===== src/design/mrrs_pkg.sv =====
// Shared types, constants and lookup functions for the motor register
// read-back sequencer. No dependencies; used by every module of the block.
`default_nettype none

package mrrs_pkg;

    localparam int NUM_MOTORS      = 6;
    localparam int NUM_POLLED_REGS = 45;
    localparam int MIRROR_DEPTH    = NUM_MOTORS * NUM_POLLED_REGS;
    localparam int MIR_AW          = $clog2(MIRROR_DEPTH);
    localparam int MOTOR_W         = 3;
    localparam int STEP_W          = 6;
    localparam int SLOT_W          = 6;
    localparam int ID_W            = 11;
    localparam int WORD_W          = 32;

    // command codes carried in tuser
    localparam logic [1:0] CMD_FRAME = 2'd0;
    localparam logic [1:0] CMD_TICK  = 2'd1;
    localparam logic [1:0] CMD_READ  = 2'd2;

    // result kinds
    localparam logic KIND_REQUEST = 1'b0;
    localparam logic KIND_READ    = 1'b1;

    // configuration register indexes
    localparam logic CFG_FEEDBACK_BASE = 1'b0;
    localparam logic CFG_COMMAND_BASE  = 1'b1;

    localparam logic [ID_W-1:0] FEEDBACK_BASE_RST = 11'h020;
    localparam logic [ID_W-1:0] COMMAND_BASE_RST  = 11'h010;

    localparam logic [7:0] REPLY_CODE = 8'h33;
    localparam logic [3:0] FRAME_DLC  = 4'd8;

    localparam logic [7:0] REG_LOW_LAST   = 8'd36;
    localparam logic [7:0] REG_MID_FIRST  = 8'd50;
    localparam logic [7:0] REG_MID_LAST   = 8'd55;
    localparam logic [7:0] REG_HIGH_FIRST = 8'd80;
    localparam logic [7:0] REG_LAST       = 8'd81;

    localparam logic [SLOT_W-1:0] SLOT_HIGH_FIRST = SLOT_W'(43);
    localparam logic [SLOT_W-1:0] SLOT_LAST       = SLOT_W'(NUM_POLLED_REGS - 1);
    localparam logic [STEP_W-1:0] STEP_DONE       = '0;
    localparam logic [STEP_W-1:0] STEP_FIRST      = STEP_W'(1);
    localparam logic [STEP_W-1:0] STEP_LAST       = STEP_W'(NUM_POLLED_REGS);

    typedef struct packed {
        logic [1:0]         cmd;
        logic [ID_W-1:0]    frame_ident;
        logic               frame_is_standard;
        logic               frame_is_data;
        logic [3:0]         frame_length;
        logic [7:0]         command_byte;
        logic [7:0]         register_number;
        logic [WORD_W-1:0]  payload_word;
        logic [MOTOR_W-1:0] motor_sel;
    } item_t;

    typedef struct packed {
        logic              en;
        logic [MIR_AW-1:0] addr;
        logic [WORD_W-1:0] data;
    } mir_wr_t;

    typedef struct packed {
        logic            valid;
        logic [ID_W-1:0] can_id;
        logic [7:0]      reg_num;
    } req_t;

    // {known, slot} of a register number
    function automatic logic [SLOT_W:0] slot_lookup(input logic [7:0] r);
        logic [SLOT_W:0] res;
        res = '0;
        if (r <= REG_LOW_LAST)
            res = {1'b1, r[SLOT_W-1:0]};
        else if (r >= REG_MID_FIRST && r <= REG_MID_LAST)
            res = {1'b1, SLOT_W'(r - 8'd13)};
        else if (r == REG_HIGH_FIRST)
            res = {1'b1, SLOT_HIGH_FIRST};
        else if (r == REG_LAST)
            res = {1'b1, SLOT_LAST};
        return res;
    endfunction

    // register requested at sweep step 1..45
    function automatic logic [7:0] register_of_step(input logic [STEP_W-1:0] s);
        logic [7:0] r;
        if (s <= STEP_W'(37))
            r = 8'(s) - 8'd1;
        else if (s <= STEP_W'(43))
            r = 8'(s) + 8'd12;
        else
            r = 8'(s) + 8'd36;
        return r;
    endfunction

    function automatic logic [MIR_AW-1:0] mirror_addr(input logic [MOTOR_W-1:0] m,
                                                      input logic [SLOT_W-1:0] s);
        return MIR_AW'(m) * MIR_AW'(NUM_POLLED_REGS) + MIR_AW'(s);
    endfunction

endpackage

`default_nettype wire


===== src/design/mrrs_motor_table.sv =====
// Per-motor sweep state and reply snapshots; frame filtering, tick handling
// and request generation. Depends on mrrs_pkg.
`default_nettype none

module mrrs_motor_table (
    input  wire logic                            clk,
    input  wire logic                            rst_n,
    input  wire logic                            item_fire,
    input  wire mrrs_pkg::item_t                 item,
    input  wire logic [mrrs_pkg::ID_W-1:0]       feedback_base,
    input  wire logic [mrrs_pkg::ID_W-1:0]       command_base,
    output mrrs_pkg::mir_wr_t                    mir_wr,
    output mrrs_pkg::req_t                       req,
    output logic                                 motor_done
);

    logic [mrrs_pkg::STEP_W-1:0]  poll_step_reg [mrrs_pkg::NUM_MOTORS];
    logic                         pending_reg   [mrrs_pkg::NUM_MOTORS];
    logic [7:0]                   snap_reg_reg  [mrrs_pkg::NUM_MOTORS];
    logic [mrrs_pkg::WORD_W-1:0]  snap_val_reg  [mrrs_pkg::NUM_MOTORS];

    logic [mrrs_pkg::ID_W:0]      id_diff;
    logic                         frame_ok;
    logic [mrrs_pkg::MOTOR_W-1:0] frame_motor;
    logic                         mi_ok;
    logic [mrrs_pkg::STEP_W-1:0]  step_cur;
    logic [mrrs_pkg::SLOT_W:0]    snap_slot;
    logic                         store_ok;
    logic [mrrs_pkg::STEP_W-1:0]  step_next;
    logic                         tick_fire;
    logic                         frame_fire;

    always_comb
    begin
        id_diff     = {1'b0, item.frame_ident} - {1'b0, feedback_base};
        frame_motor = id_diff[mrrs_pkg::MOTOR_W-1:0];
        frame_ok    = item.frame_is_standard && item.frame_is_data
                      && item.frame_length == mrrs_pkg::FRAME_DLC
                      && !id_diff[mrrs_pkg::ID_W]
                      && id_diff[mrrs_pkg::ID_W-1:0] < mrrs_pkg::ID_W'(mrrs_pkg::NUM_MOTORS)
                      && item.command_byte == mrrs_pkg::REPLY_CODE;
        frame_fire  = item_fire && item.cmd == mrrs_pkg::CMD_FRAME && frame_ok;

        mi_ok      = item.motor_sel < mrrs_pkg::MOTOR_W'(mrrs_pkg::NUM_MOTORS);
        tick_fire  = item_fire && item.cmd == mrrs_pkg::CMD_TICK && mi_ok;
        step_cur   = mi_ok ? poll_step_reg[item.motor_sel] : mrrs_pkg::STEP_DONE;
        snap_slot  = mrrs_pkg::slot_lookup(mi_ok ? snap_reg_reg[item.motor_sel] : 8'd0);
        store_ok   = mi_ok && pending_reg[item.motor_sel]
                     && step_cur != mrrs_pkg::STEP_DONE && snap_slot[mrrs_pkg::SLOT_W];

        step_next = step_cur;
        if (store_ok)
        begin
            if (snap_slot[mrrs_pkg::SLOT_W-1:0] == mrrs_pkg::SLOT_LAST)
                step_next = mrrs_pkg::STEP_DONE;
            else
                step_next = mrrs_pkg::STEP_W'(snap_slot[mrrs_pkg::SLOT_W-1:0]) + 6'd2;
        end

        mir_wr.en   = tick_fire && store_ok;
        mir_wr.addr = mrrs_pkg::mirror_addr(item.motor_sel, snap_slot[mrrs_pkg::SLOT_W-1:0]);
        mir_wr.data = mi_ok ? snap_val_reg[item.motor_sel] : '0;

        req.valid   = tick_fire && step_next >= mrrs_pkg::STEP_FIRST
                      && step_next <= mrrs_pkg::STEP_LAST;
        req.can_id  = command_base + mrrs_pkg::ID_W'(item.motor_sel);
        req.reg_num = mrrs_pkg::register_of_step(step_next);

        motor_done  = mi_ok && step_cur == mrrs_pkg::STEP_DONE;
    end

    always_ff @(posedge clk or negedge rst_n)
    begin
        if (!rst_n)
        begin
            for (int m = 0; m < mrrs_pkg::NUM_MOTORS; m++)
            begin
                poll_step_reg[m] <= mrrs_pkg::STEP_FIRST;
                pending_reg[m]   <= 1'b0;
            end
        end
        else
        begin
            if (frame_fire)
            begin
                pending_reg[frame_motor] <= 1'b1;
            end
            if (tick_fire)
            begin
                pending_reg[item.motor_sel]   <= 1'b0;
                poll_step_reg[item.motor_sel] <= step_next;
            end
        end
    end

    // snapshot payload; only observed after pending is set
    always_ff @(posedge clk)
    begin
        if (frame_fire)
        begin
            snap_reg_reg[frame_motor] <= item.register_number;
            snap_val_reg[frame_motor] <= item.payload_word;
        end
    end

`ifndef ASSERT_OFF
    a_store_needs_tick: assert property (@(posedge clk) disable iff (!rst_n)
        mir_wr.en |-> tick_fire && !frame_fire)
        else $error("mirror write outside a poll tick");
    a_req_only_on_tick: assert property (@(posedge clk) disable iff (!rst_n)
        req.valid |-> tick_fire && !mir_wr.en || tick_fire)
        else $error("request without poll tick");
    a_done_motor_no_req: assert property (@(posedge clk) disable iff (!rst_n)
        tick_fire && motor_done |-> !req.valid && !mir_wr.en)
        else $error("finished motor produced a request or store");
`endif

endmodule

`default_nettype wire


===== config.mk =====
export PLATFORM = sky130hd
export DESIGN_NAME = mrrs_motor_table
export DESIGN_NICKNAME = d
export VERILOG_FILES = /design/src/design/mrrs_pkg.sv /design/src/design/mrrs_motor_table.sv
export SDC_FILE = /design/constraint.sdc
export NUM_CORES = 1
export LEC_CHECK = 0
export BUFFER_PORTS_ARGS = -buffer_cell sky130_fd_sc_hd__buf_2
export CAP_MARGIN = 20
export CORE_ASPECT_RATIO = 1.5
export CORE_MARGIN = 2
export CORE_UTILIZATION = 25
export CTS_BUF_LIST = sky130_fd_sc_hd__clkbuf_2
export DETAILED_ROUTE_END_ITERATION = 16
export REMOVE_ABC_BUFFERS = 1
export SYNTH_ARGS = -nofsm -noshare
export SYNTH_HDL_FRONTEND = slang
export SYNTH_SLANG_ARGS = --single-unit

===== constraint.sdc =====
create_clock -name clk -period 5.3 [get_ports clk]
set_input_delay 0.265 -clock clk [delete_from_list [all_inputs] [get_ports clk]]
set_output_delay 0.265 -clock clk [all_outputs]
set_load 0.01 [all_outputs]

==> results.md, run 1 <==
- Final hold vios: 0
- Crit path cell chain: mux2_4 -> mux4_2 -> nor4_4 -> buf_4 -> a21boi_4 -> a2111oi_4 -> buf_6 -> a31oi_4 -> o21ai_2 -> nand2_2 -> ha_4 -> and3_4 -> a221oi_2 -> or4_1 -> o31a_1 -> o211ai_1 -> buf_2
- Flops & latches, synth: roughly 280
- Vias per inst: ~4.5
- I/O pin count: 158
- Hold slack: approximately 160 ps
- CTS Sinks: roughly 280
- Worst Setup Slack, final: about 23 ps
- Critical path's top delay family: compound AO/OA/AOI/OAI gates
- Synthesized instance count: between 900 and 1,000
- Synth cell types: 81
- Routed WL: between 30,000 and 40,000 um
- Cell Count, Final, Fillers Out: approximately 2,000
- Clock root buffer: clkbuf_2
- Clock skew: approximately 48 ps
- Die width: 192 um
- ANT nets after route: 0
- Number of flops mapped to enable cells by yosys: between 200 and 250
- Ys Warns: 0
- Avg Cell Area, Syn: 14.6 um^2
- RSZ-0062 raised after global routing: true
- DRT iter0 DRCs: ~440
- Die footprint: 55,000 um^2
- CTS tree: built
- Core area: 52,600 um^2
- GP Congestion: approximately 0.80
- Total grt overflow: 0
- Area Overhead vs Synth: 27.6%
- CTS Buffer Depth: 3
- Max IR drop VDD: 0.000128 V
- Endpoint class of the critical path: primary output
- Startpoint type of the worst setup path: flip-flop
- Final HPWL DP: roughly 23,000 um
- Global-route wire length before repair: 52,100 um
- Most frequent cells in the layout: edfxtp_1, buf_2, clkbuf_2
- Initial DRT Pass Iterations: 5
- Max Fanout on Critical Path: 6
- Maxcap violations: 0
- Placed Cells: between 1,500 and 2,000
- Clock Latency Late Sink: about 900 ps
- Internal Power: 3.35 mW
- Post-Syn Area: 13,300 um^2
- Fmax: 0.190 GHz
- Commonest non-fill, non-tap cell in the layout: edfxtp_1
- Sw Ratio: 26.1%
- Status: completed
- Htree depth: 3
- Top_reg_cell synth: edfxtp_1
- Final setup fails: 0
- Pre-CTS setup slack: approximately 220 ps
- Cts bufs inserted: between 60 and 70
- Total track usage: 12.5%
- Residual DRC count: 0
- Die Height: roughly 290 um
- Max stage delay on crit path: around 540 ps
- Clk pwr share: between 30% and 40%
- Ys async rst share: 14.9%
- Initial Util: approximately 25%
- IO Port Bufs: between 150 and 200
- Sequential-to-total area share from yosys stat: between 60 and 70%
- CP max-delay cell: mux4_2
- Nets: about 1,400
- Share of layout cells above drive strength 1: roughly a third
- Site Rows: just over 100
- Hold crit path type: input port to flip-flop
- Worst-margin pin slew: around 840 ps
- Rel. slew slack: between 40% and 50%
- Logic pwr share: 11.9%
- Wire per inst: 17.4 um
- Vias: between 8,000 and 9,000
- Critical Path AT: approximately 5000 ps
- Final Slew Violations: 0
- Flop pwr share: around 53%
- P_sw: between 1 and 1.5 mW
- Number of global-route vias before repair: roughly 9,600
- Crit share post-route: around 100%
- Pwr Total: roughly 4.5 mW
- WP buf/inv: 3
- Min Clock Period, post-route: 5280 ps
- Max reg flops: roughly 190
- Required time of the worst setup path: 5040 ps
- Clk pin slew, worst setup/hold paths: 120 ps
- Pwr dens: about 270 nW/um^2
- Initial antenna violation count: 6
- LEAKAGE: 6.37 nW
- Crit Path Category: flip-flop to primary output
- Largest net degree at the start of global routing: 65
[kinds of logic after synthesis]
logic type,share of synthesized area [%]
compound gates,9.67
xor+xnor,1.45
fa+ha+maj,4.64
buf+inv,2.82
flops,62.3
mux,12.6
simple gates,6.50
[Yosys cell counts, types with 5 or more instances]
cell type,n,area share (%)
edfxtp_1,240,54
nand2_1,66,1.9
nor2_1,64,1.8
mux2i_1,53,4.0
o21ai_0,46,1.7
mux4_2,44,7.5
inv_1,39,1.1
a211oi_1,38,2.1
ha_1,38,3.6
dfrtp_1,36,6.8
a21oi_1,23,0.87
clkbuf_1,23,0.65
xnor2_1,16,1.1
nor3_1,12,0.45
buf_1,10,0.28
mux2_2,8,0.68
nand2b_1,8,0.38
o21a_1,8,0.45
fa_1,7,1.1
o211ai_1,7,0.40
dfstp_2,6,1.2
nand3_1,6,0.23
xor2_1,6,0.40
a21o_1,5,0.28
buf_2,5,0.19
buf_4,5,0.28
[through the flow]
| stage | utilization [%] | area [um^2] | setup TNS, ps |
|---|---|---|---|
| 3_5_place_dp | 28.5 | 15000 | 0 |
| 4_1_cts | 31.9 | 16800 | -133 |
| 5_1_grt | 32.2 | 16900 | -1280 |
| 3_3_place_gp | 28.5 | 15000 | 0 |
| 6_report | 32.2 | 16900 | 0 |
| 2_1_floorplan | - | 13100 | -4210 |
[power groups by stage]
stage,clock network (mW),logic [mW],registers [mW]
6_report,1.59,0.537,2.40
5_1_grt,1.77,0.594,2.40
4_1_cts,1.68,0.534,2.40
3_5_place_dp,0,0.472,2.45
3_3_place_gp,0,0.463,2.45
2_1_floorplan,0,0.238,2.45
[final cells by class]
| cell class | count | area (um^2) |
|---|---|---|
| diodes | 4 | 10.0 |
| clock buffers | 97 | 485 |
| clock inverters | 24 | 228 |
| fillers | 5277 | 35600 |
| inverters | 41 | 156 |
| multi-input cells | 541 | 4940 |
| flip-flops and latches | 282 | 8270 |
| well taps | 682 | 853 |
| repair buffers | 287 | 2000 |
[timing repair]
action                                  in CTS  in global routing
gates resized for setup                     39                 20
endpoints found under the hold margin      282                  0
setup buffers                               18                  7
hold buffers                                75                  0
pin swaps                                   15                 17
endpoints found under the setup margin      13                 12
[worst paths after layout]
check                                              startpoint                       endpoint  slack (ps)  cells past startpoint
worst max-delay path             snap_reg_reg[0][3]$_DFFE_PP_                         req[5]          20                     17
worst min register to register  poll_step_reg[35]$_DFFE_PN0P_  poll_step_reg[35]$_DFFE_PN0P_         480                      2
worst max register to register   snap_reg_reg[0][3]$_DFFE_PP_  poll_step_reg[22]$_DFFE_PN0P_        2030                     11
max in group asynchronous                               rst_n  poll_step_reg[35]$_DFFE_PN0P_        3430                      5
min in group asynchronous                               rst_n  poll_step_reg[15]$_DFFE_PN0P_         420                      3
worst min-delay path                                  item[4]   snap_val_reg[0][1]$_DFFE_PP_         160                      2
[routing by layer]
metal  share of wire (%)  vias up  global-route usage, %
li1                    -     4164                      -
met1                  38     4403                   13.3
met2                  53      259                   22.4
met3                 6.4       74                   3.46
met4                 3.1        6                   6.22
met5                0.12        -                      0
Note: power is estimated with default switching activity, not from simulation.
==> run 2: changes to the inputs <==
--- a/config.mk
+++ b/config.mk
@@ -9,9 +9,11 @@
 export CAP_MARGIN = 20
 export CORE_ASPECT_RATIO = 1.5
 export CORE_MARGIN = 2
-export CORE_UTILIZATION = 25
+export CORE_UTILIZATION = 55
 export CTS_BUF_LIST = sky130_fd_sc_hd__clkbuf_2
 export DETAILED_ROUTE_END_ITERATION = 16
+export PLACE_DENSITY = 0.79
+export RECOVER_POWER = 100
 export REMOVE_ABC_BUFFERS = 1
 export SYNTH_ARGS = -nofsm -noshare
 export SYNTH_HDL_FRONTEND = slang
==> results.md, run 2 (synthesis results as in run 1) <==
- Final hold vios: 0 (unchanged)
- Wire per inst: 19.2 um (was 17.4 um)
- RR Endpoint: poll_step_reg[19]$_DFFE_PN0P_ (was poll_step_reg[22]$_DFFE_PN0P_)
- Hold Startpoint: item[30] (was item[4])
- Initial DRT Pass Iterations: 7 (was 5)
- Setup TNS: -95.3 ps (was 0 ps)
- Highest routed layer: met4 (was met5)
- Worst Hold Depth: 2 (unchanged)
- Met2 wire length: 16,100 um (was 17,900 um)
- CTS tree: built (unchanged)
- Maxcap violations: 2 (was 0)
- Metal-1 WL: 10,900 um (was 12,800 um)
- Most frequent cells in the layout: edfxtp_1, clkbuf_2, clkbuf_1 (was edfxtp_1, buf_2, clkbuf_2)
- IO Port Bufs: 157 (unchanged)
- Startpoint type of the worst setup path: flip-flop (unchanged)
- Share of layout cells above drive strength 1: 26.4% (was 34.9%)
- Max reg flops: 192 (unchanged)
- CP max-delay cell: mux4_2 (unchanged)
- Initial antenna violation count: 2 (was 6)
- Vias per inst: 5.72 (was 4.55)
- LEAKAGE: 5.86 nW (was 6.37 nW)
- Rel. slew slack: -47.0% (was 42.6%)
- Placed cell areas: 14,600 um^2 (was 15,000 um^2)
- ANT nets after route: 0 (unchanged)
- R2R Setup Slk: 1940 ps (was 2030 ps)
- Clock root buffer: clkbuf_2 (unchanged)
- Final HPWL DP: 18,800 um (was 22,600 um)
- Die Height: 194 um (was 286 um)
- Clock Latency Late Sink: 900 ps (about the same)
- Endpoint class of the critical path: primary output (unchanged)
- WL met3: 1430 um (was 2190 um)
- Worst reg2reg path depth: 13 (was 11)
- Global-route wire length before repair: 45,500 um (was 52,100 um)
- CTS Buffer Depth: 3 (unchanged)
- RSZ-0062 raised after global routing: true (unchanged)
- DRT iter0 DRCs: 652 (was 437)
- I/O pin count: 158 (unchanged)
- Worst reg2reg path startpoint: snap_reg_reg[1][6]$_DFFE_PP_ (was snap_reg_reg[0][3]$_DFFE_PP_)
- Worst-margin pin slew: 2200 ps (was 839 ps)
- Finished Cell Area: 15,700 um^2 (was 16,900 um^2)
- Failing checks: max-capacitance violations, max-slew violations, negative setup slack
- Site Rows: 69 (was 103)
- Die width: 131 um (was 192 um)
- Initial Util: 55.9% (was 25.2%)
- Pwr dens: 266 nW/um^2 (was 268 nW/um^2)
- Status: finished with violations (was completed)
- Die footprint: 25,400 um^2 (was 55,000 um^2)
- Max Fanout on Critical Path: 4 (was 6)
- Worst hold endpoint: snap_val_reg[5][27]$_DFFE_PP_ (was snap_val_reg[0][1]$_DFFE_PP_)
- Total grt overflow: 0 (unchanged)
- Max stage delay on crit path: 490 ps (was 540 ps)
- Fmax: 0.185 GHz (was 0.190 GHz)
- Final Slew Violations: 72 (was 0)
- Min Clock Period, post-route: 5400 ps (was 5280 ps)
- Number of global-route vias before repair: 9,037 (was 9,642)
- Residual DRC count: 0 (unchanged)
- Crit share post-route: 102% (was 99.6%)
- Crit path cell chain: mux2_4 -> mux4_2 -> buf_6 -> nor4_4 -> nand2_2 -> o221ai_2 -> ha_2 -> inv_1 -> a21oi_1 -> a21o_1 -> a31oi_4 -> inv_4 -> nand2_1 -> ha_1 -> and3_1 -> a221oi_1 -> or4_1 -> o31a_1 -> o211ai_1 -> buf_2 (was mux2_4 -> mux4_2 -> nor4_4 -> buf_4 -> a21boi_4 -> a2111oi_4 -> buf_6 -> a31oi_4 -> o21ai_2 -> nand2_2 -> ha_4 -> and3_4 -> a221oi_2 -> or4_1 -> o31a_1 -> o211ai_1 -> buf_2)
- Vias: 8,804 (was 8,906)
- Largest net degree at the start of global routing: 57 (was 65)
- Hold crit path type: input port to flip-flop (unchanged)
- Cell Count, Final, Fillers Out: 1,538 (was 1,958)
- Commonest non-fill, non-tap cell in the layout: edfxtp_1 (unchanged)
- Max IR drop VDD: 0.000292 V (was 0.000128 V)
- Htree depth: 2 (was 3)
- Nets: 1,309 (was 1,361)
- Clk pin slew, worst setup/hold paths: 120 ps (about the same)
- Crit Path Category: flip-flop to primary output (unchanged)
- Clock skew: 65.8 ps (was 47.9 ps)
- Pre-CTS setup slack: 276 ps (was 223 ps)
- GP Congestion: 0.847 (was 0.805)
- Final setup fails: 1 (was 0)
- Routed WL: 29,500 um (was 34,000 um)
- Total track usage: 23.4% (was 12.5%)
- Core area: 23,700 um^2 (was 52,600 um^2)
- Area Overhead vs Synth: 18.5% (was 27.6%)
- Worst Setup Slack, final: -95.3 ps (was 23.4 ps)
- CTS Sinks: 282 (unchanged)
- Cts bufs inserted: 59 (was 68)
- Required time of the worst setup path: 5040 ps (about the same)
- Placed Cells: 1,366 (was 1,735)
- Critical Path AT: 5130 ps (was 5010 ps)
==> run 2: how the worst max path moves through the flow <==
stage,start,to,slack (ps),depth (start not counted)
finish,snap_reg_reg[1][6]$_DFFE_PP_,req[5],-100,20
global route,snap_reg_reg[3][0]$_DFFE_PP_,req[5],-320,23
CTS,snap_reg_reg[3][3]$_DFFE_PP_,req[5],-20,18
detailed placement,item[1],req[5],280,21
global placement,item[1],req[5],410,21
floorplan,item[1],req[5],-930,19
==> run 2: cell type report <==
class / count / area (um^2)
clock inverters: 22 / 123
diodes: 2 / 5.00
multi-input cells: 541 / 4800
repair buffers: 244 / 1550
well taps: 319 / 399
fillers: 1709 / 8010
clock buffers: 87 / 435
flip-flops and latches: 282 / 8270
inverters: 41 / 156
==> run 2: routing by layer <==
layer	global-route usage (%)	vias up
met5	0	-
met4	10.6	0
met3	4.11	83
met2	42.5	294
met1	26.3	4360
li1	-	4067
==> run 2: stage by stage <==
step                      total power [mW]  utilization [%]  hold WS [ps]
after floorplan                       2.69                -         -30.6
after global placement                2.90             61.4           430
after detailed placement              2.91             61.4           445
after CTS                             4.21             66.2          10.5
after global routing                  4.35             66.3           188
final                                 4.18             66.3           231
==> run 2: worst max-delay path, delay by kind of cell (launching register included) <==
kind	cells	cell delay, ps
fa+ha+maj	2	530
simple gates	5	1130
compound gates	7	1000
mux	2	770
buf+inv	4	420
flops	1	390
==> run 2: what timing repair did <==
action,4_1_cts,5_1_grt
gates resized for setup,16,14
setup endpoints to repair,7,11
buffers inserted,14,6
hold buffers,41,0
hold endpoints to repair,282,0
pin swaps,11,11
==> run 2: power by group <==
group | internal, mW | switching [mW] | leakage, nW
Combinational | 0.211 | 0.279 | 2.72
Sequential | 2.40 | 0.00000000641 | 2.72
Clock | 0.494 | 0.790 | 0.419
